### src/rtl/txcc_pkg.sv
// Shared types and constants for the text console cursor engine.
// No dependencies; imported by every module of the block.
`timescale 1ns / 1ps
`default_nettype none

package txcc_pkg;

    localparam int ROWS  = 25;
    localparam int COLS  = 80;
    localparam int ROW_W = 5;
    localparam int COL_W = 7;
    localparam int POS_W = 11;
    localparam int OUT_W = 72;

    localparam logic [7:0] CHAR_NEWLINE   = 8'h0A;
    localparam logic [7:0] CHAR_RETURN    = 8'h0D;
    localparam logic [7:0] CHAR_BACKSPACE = 8'h08;
    localparam logic [7:0] CHAR_ESCAPE    = 8'h1B;
    localparam logic [7:0] CHAR_BRACKET   = 8'h5B;
    localparam logic [7:0] CHAR_ZERO      = 8'h30;
    localparam logic [7:0] CHAR_THREE     = 8'h33;
    localparam logic [7:0] CHAR_SEVEN     = 8'h37;
    localparam logic [7:0] CHAR_M         = 8'h6D;
    localparam logic [7:0] CHAR_BLANK     = 8'h20;
    localparam logic [7:0] ATTR_DEFAULT   = 8'h0F;

    typedef enum logic [2:0] {
        OP_NONE,
        OP_WRITE,
        OP_NEWLINE,
        OP_RETURN,
        OP_BACKSPACE
    } op_kind_t;

    typedef struct packed {
        op_kind_t   op;
        logic [7:0] ch;
        logic [7:0] attr;
    } cmd_t;

    function automatic logic [7:0] colour_attr(input logic [2:0] digit);
        logic [7:0] attr;
        case (digit)
            3'd0:    attr = 8'h00;
            3'd1:    attr = 8'h04;
            3'd2:    attr = 8'h02;
            3'd3:    attr = 8'h06;
            3'd4:    attr = 8'h01;
            3'd5:    attr = 8'h05;
            3'd6:    attr = 8'h03;
            default: attr = 8'h07;
        endcase
        return attr;
    endfunction

endpackage

`default_nettype wire

### src/rtl/text_console_cursor_engine.sv
// Top level of the text console cursor engine: 25 x 80 cell ring screen.
// Instantiates txcc_front, txcc_queue and txcc_back; uses txcc_pkg.
//
// Usage:
//   s_* carries one character byte per beat. Each accepted beat yields
//   exactly one m_* beat, in order: cell write (if any), row clear on
//   scroll (if any), top row and linear cursor position after the byte.
//   Escape sequences ESC [ 0 m and ESC [ 3 d m set the attribute; their
//   bytes and any byte that breaks a sequence give a beat with no write.
//   A byte accepted on s_* is written into the queue; when the back end pops
//   it, the result is registered in the result register and presented on
//   m_*. Throughput: one byte per cycle sustained while m_tready stays high.
//   When m_tready is low the result register holds, the two-entry queue
//   fills, and s_tready drops once it is full; nothing is lost.
//   Reset (rst_n low) puts the cursor at row 0 column 0, top row 0,
//   attribute 0x0F, the escape parser idle, and empties the queue.
`timescale 1ns / 1ps
`default_nettype none

module text_console_cursor_engine
    import txcc_pkg::*;
(
    input  wire logic        clk,
    input  wire logic        rst_n,
    input  wire logic        s_tvalid,
    output logic             s_tready,
    input  wire logic [7:0]  s_tdata,   // [7:0] char_byte
    output logic             m_tvalid,
    input  wire logic        m_tready,
    // [0] write_enable, [5:1] write_row, [12:6] write_col, [28:13] cell_value,
    // [29] clear_enable, [34:30] clear_row_index, [50:35] fill_value,
    // [55:51] top_row, [66:56] cursor_position, [71:67] zero
    output logic [OUT_W-1:0] m_tdata
);

    logic push_valid, push_ready, pop_valid, pop_ready;
    cmd_t push_cmd, pop_cmd;

    assign s_tready = push_ready;

    txcc_front u_front (
        .clk        (clk),
        .rst_n      (rst_n),
        .in_valid   (s_tvalid),
        .in_char    (s_tdata),
        .push_ready (push_ready),
        .push_valid (push_valid),
        .push_cmd   (push_cmd)
    );

    txcc_queue u_queue (
        .clk        (clk),
        .rst_n      (rst_n),
        .push_valid (push_valid),
        .push_cmd   (push_cmd),
        .push_ready (push_ready),
        .pop_valid  (pop_valid),
        .pop_cmd    (pop_cmd),
        .pop_ready  (pop_ready)
    );

    txcc_back u_back (
        .clk       (clk),
        .rst_n     (rst_n),
        .pop_valid (pop_valid),
        .pop_cmd   (pop_cmd),
        .pop_ready (pop_ready),
        .out_valid (m_tvalid),
        .out_ready (m_tready),
        .out_data  (m_tdata)
    );

endmodule

`default_nettype wire

### src/rtl/txcc_front.sv
// Front end: accepts input bytes, runs the escape parser, owns the attribute.
// Classifies each byte into a command for the back end. Uses txcc_pkg.
`timescale 1ns / 1ps
`default_nettype none

module txcc_front
    import txcc_pkg::*;
(
    input  wire logic clk,
    input  wire logic rst_n,
    input  wire logic in_valid,
    input  wire logic [7:0] in_char,
    input  wire logic push_ready,
    output logic      push_valid,
    output cmd_t      push_cmd
);

    typedef enum logic [2:0] {
        ESC_IDLE,
        ESC_OPEN,
        ESC_PARAM,
        ESC_RESET,
        ESC_FG,
        ESC_FG_END
    } esc_state_t;

    esc_state_t state_reg, state_next;
    logic [7:0] attr_reg, attr_next;
    logic [2:0] digit_reg, digit_next;
    op_kind_t   op;
    logic       accept;

    assign accept = in_valid && push_ready;

    always_comb
    begin
        state_next = ESC_IDLE;
        attr_next  = attr_reg;
        digit_next = digit_reg;
        op         = OP_NONE;
        unique case (state_reg)
            ESC_OPEN:
            begin
                if (in_char == CHAR_BRACKET)
                    state_next = ESC_PARAM;
            end
            ESC_PARAM:
            begin
                if (in_char == CHAR_ZERO)
                    state_next = ESC_RESET;
                else if (in_char == CHAR_THREE)
                    state_next = ESC_FG;
            end
            ESC_RESET:
            begin
                if (in_char == CHAR_M)
                    attr_next = ATTR_DEFAULT;
            end
            ESC_FG:
            begin
                if (in_char >= CHAR_ZERO && in_char <= CHAR_SEVEN)
                begin
                    digit_next = in_char[2:0];
                    state_next = ESC_FG_END;
                end
            end
            ESC_FG_END:
            begin
                if (in_char == CHAR_M)
                    attr_next = colour_attr(digit_reg);
            end
            default:
            begin
                unique case (in_char)
                    CHAR_ESCAPE:    state_next = ESC_OPEN;
                    CHAR_NEWLINE:   op = OP_NEWLINE;
                    CHAR_RETURN:    op = OP_RETURN;
                    CHAR_BACKSPACE: op = OP_BACKSPACE;
                    default:        op = OP_WRITE;
                endcase
            end
        endcase
    end

    assign push_valid    = in_valid;
    assign push_cmd.op   = op;
    assign push_cmd.ch   = in_char;
    assign push_cmd.attr = attr_next;

    always_ff @(posedge clk or negedge rst_n)
    begin
        if (!rst_n)
        begin
            state_reg <= ESC_IDLE;
            attr_reg  <= ATTR_DEFAULT;
            digit_reg <= 3'd0;
        end
        else if (accept)
        begin
            state_reg <= state_next;
            attr_reg  <= attr_next;
            digit_reg <= digit_next;
        end
    end

endmodule

`default_nettype wire

### src/rtl/txcc_queue.sv
// Two-entry command queue between the front and back ends.
// Uses cmd_t from txcc_pkg.
`timescale 1ns / 1ps
`default_nettype none

module txcc_queue
    import txcc_pkg::*;
(
    input  wire logic clk,
    input  wire logic rst_n,
    input  wire logic push_valid,
    input  cmd_t      push_cmd,
    output logic      push_ready,
    output logic      pop_valid,
    output cmd_t      pop_cmd,
    input  wire logic pop_ready
);

    cmd_t       entry_reg [2];
    logic       wr_ptr_reg, rd_ptr_reg;
    logic [1:0] count_reg, count_next;
    logic       do_push, do_pop;

    assign push_ready = (count_reg != 2'd2);
    assign pop_valid  = (count_reg != 2'd0);
    assign pop_cmd    = entry_reg[rd_ptr_reg];
    assign do_push    = push_valid && push_ready;
    assign do_pop     = pop_valid && pop_ready;

    always_comb
    begin
        count_next = count_reg;
        if (do_push && !do_pop)
            count_next = count_reg + 2'd1;
        else if (do_pop && !do_push)
            count_next = count_reg - 2'd1;
    end

    always_ff @(posedge clk)
    begin
        if (do_push)
            entry_reg[wr_ptr_reg] <= push_cmd;
    end

    always_ff @(posedge clk or negedge rst_n)
    begin
        if (!rst_n)
        begin
            wr_ptr_reg <= 1'b0;
            rd_ptr_reg <= 1'b0;
            count_reg  <= 2'd0;
        end
        else
        begin
            if (do_push)
                wr_ptr_reg <= !wr_ptr_reg;
            if (do_pop)
                rd_ptr_reg <= !rd_ptr_reg;
            count_reg <= count_next;
        end
    end

    assert property (@(posedge clk) disable iff (!rst_n) count_reg != 2'd3)
        else $error("queue count out of range");
    assert property (@(posedge clk) disable iff (!rst_n)
        (count_reg == 2'd0) |-> (wr_ptr_reg == rd_ptr_reg))
        else $error("empty queue with misaligned pointers");
    assert property (@(posedge clk) disable iff (!rst_n)
        (count_reg == 2'd2) |-> (wr_ptr_reg == rd_ptr_reg))
        else $error("full queue with misaligned pointers");

endmodule

`default_nettype wire

### src/rtl/txcc_back.sv
// Back end: carries out commands on the cursor and ring offset and registers
// one result beat per command. Uses txcc_pkg.
`timescale 1ns / 1ps
`default_nettype none

module txcc_back
    import txcc_pkg::*;
(
    input  wire logic clk,
    input  wire logic rst_n,
    input  wire logic pop_valid,
    input  cmd_t      pop_cmd,
    output logic      pop_ready,
    output logic      out_valid,
    input  wire logic out_ready,
    output logic [OUT_W-1:0] out_data
);

    logic [COL_W-1:0] col_reg, col_next;
    logic [ROW_W-1:0] row_reg, row_next;
    logic [ROW_W-1:0] top_reg, top_next;
    logic             valid_reg;
    logic [OUT_W-1:0] data_reg, data_next;

    logic [COL_W:0]   col_wide;
    logic [ROW_W:0]   row_wide;
    logic [ROW_W:0]   phys_sum;
    logic [ROW_W-1:0] phys_row;
    logic             we, ce;
    logic [15:0]      cell_value, fill_value;
    logic [ROW_W-1:0] clear_row;
    logic [POS_W-1:0] position;
    logic             step;

    assign pop_ready = !valid_reg || out_ready;
    assign step      = pop_valid && pop_ready;

    always_comb
    begin
        phys_sum = {1'b0, top_reg} + {1'b0, row_reg};
        if (phys_sum >= (ROW_W + 1)'(ROWS))
            phys_sum = phys_sum - (ROW_W + 1)'(ROWS);
        phys_row = phys_sum[ROW_W-1:0];

        we       = 1'b0;
        col_wide = {1'b0, col_reg};
        row_wide = {1'b0, row_reg};
        unique case (pop_cmd.op)
            OP_WRITE:
            begin
                we       = 1'b1;
                col_wide = {1'b0, col_reg} + (COL_W + 1)'(1);
            end
            OP_NEWLINE:
            begin
                col_wide = '0;
                row_wide = {1'b0, row_reg} + (ROW_W + 1)'(1);
            end
            OP_RETURN:
                col_wide = '0;
            OP_BACKSPACE:
            begin
                if (col_reg != '0)
                    col_wide = {1'b0, col_reg} - (COL_W + 1)'(1);
            end
            default:
                ;
        endcase

        // wrap at the end of a row
        if (col_wide >= (COL_W + 1)'(COLS))
        begin
            col_wide = '0;
            row_wide = row_wide + (ROW_W + 1)'(1);
        end

        ce       = 1'b0;
        top_next = top_reg;
        if (row_wide >= (ROW_W + 1)'(ROWS))
        begin
            ce       = 1'b1;
            row_wide = (ROW_W + 1)'(ROWS - 1);
            top_next = (top_reg == ROW_W'(ROWS - 1)) ? '0 : top_reg + ROW_W'(1);
        end
        col_next = col_wide[COL_W-1:0];
        row_next = row_wide[ROW_W-1:0];

        cell_value = we ? {pop_cmd.attr, pop_cmd.ch} : 16'h0000;
        fill_value = ce ? {pop_cmd.attr, CHAR_BLANK} : 16'h0000;
        clear_row  = ce ? top_reg : '0;
        position   = POS_W'(row_next) * POS_W'(COLS) + POS_W'(col_next);

        data_next = {5'b0, position, top_next, fill_value, clear_row, ce,
                     cell_value, we ? col_reg : COL_W'(0),
                     we ? phys_row : ROW_W'(0), we};
    end

    always_ff @(posedge clk)
    begin
        if (step)
            data_reg <= data_next;
    end

    always_ff @(posedge clk or negedge rst_n)
    begin
        if (!rst_n)
        begin
            col_reg   <= '0;
            row_reg   <= '0;
            top_reg   <= '0;
            valid_reg <= 1'b0;
        end
        else
        begin
            if (step)
            begin
                col_reg <= col_next;
                row_reg <= row_next;
                top_reg <= top_next;
            end
            if (step)
                valid_reg <= 1'b1;
            else if (out_ready)
                valid_reg <= 1'b0;
        end
    end

    assign out_valid = valid_reg;
    assign out_data  = data_reg;

    assert property (@(posedge clk) disable iff (!rst_n)
        (col_reg < COL_W'(COLS)) && (row_reg < ROW_W'(ROWS)))
        else $error("cursor outside the screen");
    assert property (@(posedge clk) disable iff (!rst_n) top_reg < ROW_W'(ROWS))
        else $error("top offset outside the ring");
    assert property (@(posedge clk) disable iff (!rst_n)
        (step && ce) |=> (row_reg == ROW_W'(ROWS - 1)))
        else $error("scroll did not park the cursor on the last row");
    assert property (@(posedge clk) disable iff (!rst_n)
        step |=> (top_reg == out_data[55:51]))
        else $error("reported top row differs from the ring offset");

endmodule

`default_nettype wire
### config.mk
export PLATFORM = sky130hd
export DESIGN_NAME = text_console_cursor_engine
export DESIGN_NICKNAME = d
export VERILOG_FILES = /design/src/rtl/txcc_pkg.sv /design/src/rtl/text_console_cursor_engine.sv /design/src/rtl/txcc_front.sv /design/src/rtl/txcc_queue.sv /design/src/rtl/txcc_back.sv
export SDC_FILE = /design/constraint.sdc
export NUM_CORES = 1
export LEC_CHECK = 0
export BUFFER_PORTS_ARGS = -buffer_cell sky130_fd_sc_hd__buf_2
export CAP_MARGIN = 20
export CORE_MARGIN = 10
export CORE_UTILIZATION = 55
export CTS_CLUSTER_DIAMETER = 30
export CTS_CLUSTER_SIZE = 8
export DETAILED_ROUTE_END_ITERATION = 8
export GPL_TIMING_DRIVEN = 0
export MAX_ROUTING_LAYER = met4
export PLACE_DENSITY = 0.77
export SYNTH_ARGS = -nofsm -noshare
export SYNTH_HDL_FRONTEND = slang
export SYNTH_SLANG_ARGS = --single-unit
export TNS_END_PERCENT = 50
### constraint.sdc
create_clock -name clk -period 9.4 [get_ports clk]
set_input_delay 0.47 -clock clk [delete_from_list [all_inputs] [get_ports clk]]
set_output_delay 0.47 -clock clk [all_outputs]
set_load 0.03 [all_outputs]
Word-level counts from Yosys, hierarchy flattened
Memory sizes are Yosys's and may differ from the RTL's.
Index checks and enable logic that the tools add are counted.
{ "totals": {"inputBits": 12, "out_inout_bits": 74, "regBits": 103, "mem_count": 1, "elab_cells": 105, "ram_bits": 38} }
{ "mem_list": {"columns": ["name", "depth", "word_bits", "read_ports", "rd_clocked_by_memory_dff", "wr", "line", "rtl"], "rows": [
  ["u_queue.entry_reg", 2, 19, 1, 0, 1, "txcc_queue.sv:19", "cmd_t entry_reg [2];"]
]} }
{ "op_classes": {"n_reduce_logical": 20, "magnitude_cmp": 5, "n_mul": 1, "muxes": 30, "add_sub_neg": 10, "eq_ne": 25} }
{ "ops": {"columns": ["op", "n"], "rows": [
  ["8-bit by 4-bit equality test with 1-bit output, second input constant", 3],
  ["8-bit two-way mux", 3],
  ["3-bit one-hot mux with 4 select lines", 2],
  ["8-bit one-hot mux with 3 select lines", 1],
  ["3-bit one-hot mux with 7 select lines", 1],
  ["5-bit two-way mux", 4],
  ["3-bit by 2-bit equality test with 1-bit output, second input constant", 6],
  ["3-bit equality test, second input constant", 6],
  ["6-bit two-way mux", 3],
  ["8-bit by 6-bit equality test with 1-bit output, second input constant", 2],
  ["8-bit by 7-bit equality test with 1-bit output, second input constant", 2],
  ["8-bit one-hot mux with 2 select lines", 1],
  ["6-bit by 5-bit >= comparator with 1-bit output, second input constant", 2],
  ["3-bit two-way mux", 4],
  ["11-bit by 7-bit adder with 11-bit output", 1],
  ["3-bit by 1-bit equality test with 1-bit output, second input constant", 3],
  ["7-bit by 1-bit adder with 8-bit output, second input constant", 1],
  ["8-bit by 5-bit equality test with 1-bit output, second input constant", 1],
  ["8-bit by 6-bit >= comparator with 1-bit output, second input constant", 1],
  ["8-bit by 7-bit >= comparator with 1-bit output, second input constant", 1],
  ["8-bit by 6-bit <= comparator with 1-bit output, second input constant", 1],
  ["7-bit by 1-bit subtractor with 8-bit output, second input constant", 1],
  ["5-bit by 3-bit multiplier with 7-bit output, second input constant", 1],
  ["1-bit two-way mux", 7],
  ["other kinds (20)", 33]
]} }

Logic depth before layout (Yosys ltp)
An unclocked memory read counts as a cell.
{ "depth": {"ltp_word": 10, "ltp_mapped": 22, "ltp_nobuf": 20} }

Modules after synthesis
From an unflattened synthesis, not the netlist that was laid out.
{ "unflattened": {"hier_cells": 584, "hier_area_um2": 7056.8} }
{ "modules_own_cells": {"columns": ["module", "cells_per_inst", "seq_area_each_um2", "area_per_inst_um2", "instances"], "rows": [
  ["txcc_back", 420, 2222.1, 4554.4, 1],
  ["txcc_queue", 77, 1241.2, 1589.0, 1],
  ["txcc_front", 87, 355.3, 913.4, 1]
]} }

Worst setup path after synthesis
No wires, ideal clock.
{ "synth_timing": {"kind": "register to register", "from": "register u_back.col_reg[0]", "to": "register u_back.data_reg[66] (netlist: u_back.out_data[66]) (data pin)", "path_slack_ps": 4759, "t_arrival_ps": 4371, "synth_period_minus_slack_ps": 4641, "setup_time_ps": 269, "n_path_buf": 2, "path_stages_with_launch": 22, "required_ps": 9131, "cell_sequence": "dfrtp_1 > clkbuf_1 > inv_1 > ha_1 > or3b_1 > o21ai_2 > o32ai_2 > a41o_1 > o21ai_0 > o21ai_0 > a221oi_2 > a31oi_1 > buf_6 > o211ai_1 > inv_1 > ha_1 > ha_1 > fa_1 > xor2_1 > o2111ai_1 > xnor2_1 > xnor2_1"} }
{ "synth_via": {"elab_chain_cells": 9, "elab_cells_between_ends": 12, "classes_between": "add/sub: 3; mul: 1; order compare: 2; mux: 5; reduce/logical: 1"} }
{ "synth_rtl": {"columns": ["element", "line", "rtl"], "rows": [
  ["start: declaration", "txcc_back.sv:19", "logic [COL_W-1:0] col_reg, col_next;"],
  ["start signal: assignment", "txcc_back.sv:117", "col_reg <= col_next;"],
  ["7-bit by 1-bit subtractor with 8-bit output or 7-bit nonzero test (tied branches)", "txcc_back.sv:64, txcc_back.sv:63", null],
  ["8-bit two-way mux", "txcc_back.sv:63", "if (col_reg != '0)"],
  ["8-bit one-hot mux with 3 select lines (*)", "txcc_back.sv:48", "unique case (pop_cmd.op)"],
  ["8-bit by 7-bit >= comparator with 1-bit output (*)", "txcc_back.sv:71", "if (col_wide >= (COL_W + 1)'(COLS))"],
  ["6-bit two-way mux (*)", "txcc_back.sv:71", null],
  ["6-bit by 5-bit >= comparator with 1-bit output", "txcc_back.sv:79", "if (row_wide >= (ROW_W + 1)'(ROWS))"],
  ["5-bit two-way mux (*)", "txcc_back.sv:79", null],
  ["net u_back.row_wide[1]", "txcc_back.sv:26", "logic [ROW_W:0] row_wide;"],
  ["5-bit by 3-bit multiplier with 7-bit output (*)", "txcc_back.sv:91", "position = POS_W'(row_next) * POS_W'(COLS) + POS_W'(col_next);"],
  ["11-bit by 7-bit adder with 11-bit output (*)", "txcc_back.sv:91", null],
  ["net u_back.data_next[66]", "txcc_back.sv:23", "logic [OUT_W-1:0] data_reg, data_next;"],
  ["end signal: assignment", "txcc_back.sv:101", "data_reg <= data_next;"],
  ["end: declaration", "txcc_back.sv:23", null]
]} }
The timed path passes the listed nets; every way through them passes the cells marked *.
A chain may end at the register's enable or synchronous reset.

Final worst setup path
Same ends and word-level chain as after synthesis.

==> impl_metrics.csv <==
group,metric,value,unit
status,outcome,"finished clean",
pwr,p_int,1.64,mW
worst_setup_path,r2r-end,"u_back.out_data[66]",
worst_setup_path,start_kind,"flop",
worst_setup_path,path_cells,"clkbuf_1 -> inv_1 -> ha_1 -> or3b_1 -> o21ai_2 -> o32ai_2 -> a41o_1 -> o21ai_0 -> or3_1 -> a221oi_2 -> a31oi_1 -> buf_6 -> o211ai_1 -> inv_1 -> ha_1 -> ha_1 -> fa_1 -> xor2_1 -> o2111ai_1 -> xnor2_1 -> xnor2_1",
pwr,power.density,333,nW/um^2
pwr,switching_power,1.10,mW
pwr,clockPowerShare,0.234,
route,vias_per_cell,5.70,
clock_tree,hold_buffers,0,
pwr,sw_frac_of_total,0.402,
route,drc,0,
floorplan,ios,86,
finish,area_growth,17.6,%
finish,finalNonFillerCells,912,
placement,placed_cells,880,
run,drv_cap,0,
worst_setup_path,critPathLaunch,"u_back.col_reg[0]",
worst_setup_path,ff2ff_path_depth,21,
timing,fin_crit_sh,0.589,
worst_setup_path,cp-end-kind,"flop",
clock_tree,htree_levels,4,
worst_setup_path,r2r_slack,3860,ps
synthesis,synth_flop_cell,"edfxtp_1",
finish,final_cell_mix,"edfxtp_1 (97), nor2_1 (82), buf_2 (75)",
worst_setup_path,arrival,5700,ps
global_route,antenna_found_initial,0,
finish,fin_nets,765,
timing,relSlewSlack,0.342,
clock_tree,ctsRootBufferMaster,"clkbuf_16",
global_route,grt_pass1_wl,26900,um
worst_setup_path,r2r_start,"u_back.col_reg[0]",
global_route,grt_overflow,0,
clock_tree,cts_tree,"built",
pwr,p_comb_frac,0.425,
synthesis,synth_edf_count,97,
clock_tree,post_cts.repair.setup_buffers,0,
finish,largest_reg_flops,59,
timing,clock.fmax,181,MHz
min_path,hold_path_class,"in2async",
route,ant_nets,0,
worst_setup_path,path_max_fanout,10,
floorplan,core,12600,sq um
floorplan,dieArea,17600,sq um
worst_setup_path,max_stage_delay,420,ps
timing,fin_crit,5540,ps
pwr,irDropWorstVdd,0.000158,V
pwr,p_seq_frac,0.341,
global_route,grt_usage,0.193,
floorplan,num_rows,41,
timing,finalSetupViolCount,0,
finish,diodes,0,
placement,hpwlAfterDp,11400,um
synthesis,syn_area,7000,sq um
placement,portBuffers,73,
route,vias,5198,
worst_setup_path,worstSetupPathType,"reg2reg",
global_route,grt_pass1_vias,5246,
synthesis,ys.warnings.count,0,
worst_setup_path,critPathRequiredTime,9560,ps
finish,drive_gt1_frac,0.220,
clock_tree,numCtsBuffers,17,
synthesis,postSynthAreaPerCell,11.3,sq um
clock_tree,insertion_delay,430,ps
worst_setup_path,path_common_cell,"ha_1",
floorplan,die_h,133,um
route,wirelength,16000,um
timing,hold_viol,0,
worst_setup_path,critPathSlowestCell,"a31oi_1",
synthesis,synthArstFlopShare,0.271,
timing,final.setup.tns,0,ps
clock_tree,cts_buffer_depth,2,
floorplan,initial_core_util,0.557,
synthesis,ys_types,85,
clock_tree,cts.clk_slew.worst_paths,60,ps
timing,fin_worst_skew,11.4,ps
global_route,grt_max_degree,69,
synthesis,synth.yosys.seq_area_share,0.545,
finish,fill_cells,962,
route,drt-initial-drc-count,390,
route,dr.pass1.iters,5,
timing,tightest_slew,987,ps
pwr,power_leakage,3.43,nW
floorplan,die_w,133,um
finish,final_common_cell,"edfxtp_1",
route,wl_per_cell,17.6,um
synthesis,synth_cells,622,
clock_tree,clock-sinks,133,
timing,rsz0062_at_grt,"no",
clock_tree,cts_resized,0,
timing,slew_violations,0,
synthesis,ys_ff_latch,133,
placement,gp_congestion,0.885,
per-stage QoR:
| stage | area (sq um) | hold slack (ps) | worst slack (ps) | total power [mW] | utilization |
|---|---|---|---|---|---|
| 3_3_place_gp | 7630 | 461 | 4040 | 2.08 | 0.607 |
| 3_5_place_dp | 7660 | 467 | 3930 | 2.11 | 0.610 |
| 5_1_grt | 8240 | 212 | 3380 | 2.92 | 0.656 |
| 6_report | 8240 | 149 | 3860 | 2.75 | 0.656 |
| 2_1_floorplan | 7050 | 174 | 4760 | 1.80 | - |
| 4_1_cts | 8240 | 184 | 3880 | 2.76 | 0.656 |
cells by family after synthesis:
| family | Yosys count | synth area share |
|---|---|---|
| AND/OR/NAND/NOR | 217 | 0.154 |
| flip-flops | 133 | 0.545 |
| AO/OA/AOI/OAI | 117 | 0.116 |
| buffers and inverters | 66 | 0.0463 |
| multiplexers | 35 | 0.0543 |
| XOR/XNOR | 27 | 0.0338 |
| adder cells (fa/ha/maj) | 26 | 0.0497 |
| other | 1 | 0.000535 |
cell type report:
cell class,instances,area [sq um],area share
buffer,41,234,0.0284
clock buffer,19,443,0.0538
clock inverter,13,133,0.0161
inverter,25,93.8,0.0114
multi-input combinational,434,2910,0.353
sequential,133,3820,0.463
tap,172,215,0.0261
timing repair buffer,75,395,0.0480
per-layer routing:
metal  track usage  routed length [um]
met5             -                   0
met4        0.0801                 353
met3        0.0507                 957
met2         0.312                7980
met1         0.223                6750
worst max-delay path: cells and delay by family (launching register included):
family                     cells  cell delay (ps)
xor gates and xnor gates       3              530
adders and majority gates      4             1160
and+or+nand+nor                2              580
AOI/OAI and AO/OA              8             1840
buffers and inverters          4              790
DFF                            1              380
how the worst max path moves through the flow:
| stage | endpoint | depth (start not counted) |
|---|---|---|
| 2_1_floorplan | u_back.out_data[66] | 21 |
| 3_3_place_gp | u_back.out_data[66] | 21 |
| 3_5_place_dp | u_back.out_data[66] | 21 |
| 4_1_cts | u_back.out_data[66] | 21 |
| 5_1_grt | u_back.out_data[66] | 21 |
| 6_report | u_back.out_data[66] | 21 |
synth_stat cells (4+ instances only):
master | instances | area [sq um]
o22ai_1 | 4 | 25.0
nand4_1 | 5 | 31.3
xor2_1 | 6 | 52.6
nor3_1 | 9 | 45.0
nand2_1 | 44 | 165
nor2b_1 | 10 | 62.6
o31ai_1 | 4 | 30.0
mux2_2 | 13 | 146
or3_1 | 8 | 50.1
a21o_1 | 4 | 30.0
nand3_1 | 7 | 35.0
nand2b_1 | 7 | 43.8
inv_1 | 24 | 90.1
buf_4 | 15 | 113
and2_1 | 10 | 62.6
a21oi_1 | 25 | 125
o21ai_0 | 28 | 140
xnor2_1 | 21 | 184
a31oi_1 | 4 | 25.0
mux2i_1 | 20 | 200
nor4_1 | 7 | 43.8
edfxtp_1 | 97 | 2910
dfstp_2 | 4 | 105
dfrtp_1 | 32 | 801
buf_1 | 4 | 15.0
nor2_1 | 84 | 315
ha_1 | 23 | 288
clkbuf_1 | 16 | 60.1
o211ai_1 | 6 | 45.0
power by group through the flow:
stage	combinational [mW]	clock (mW)	sequential [mW]
finish	1.17	0.643	0.935
global route	1.28	0.686	0.951
CTS	1.17	0.655	0.935
detailed placement	1.16	0	0.946
global placement	1.13	0	0.948
floorplan	0.647	0	1.15
Note: power is estimated with default switching activity, not from simulation.
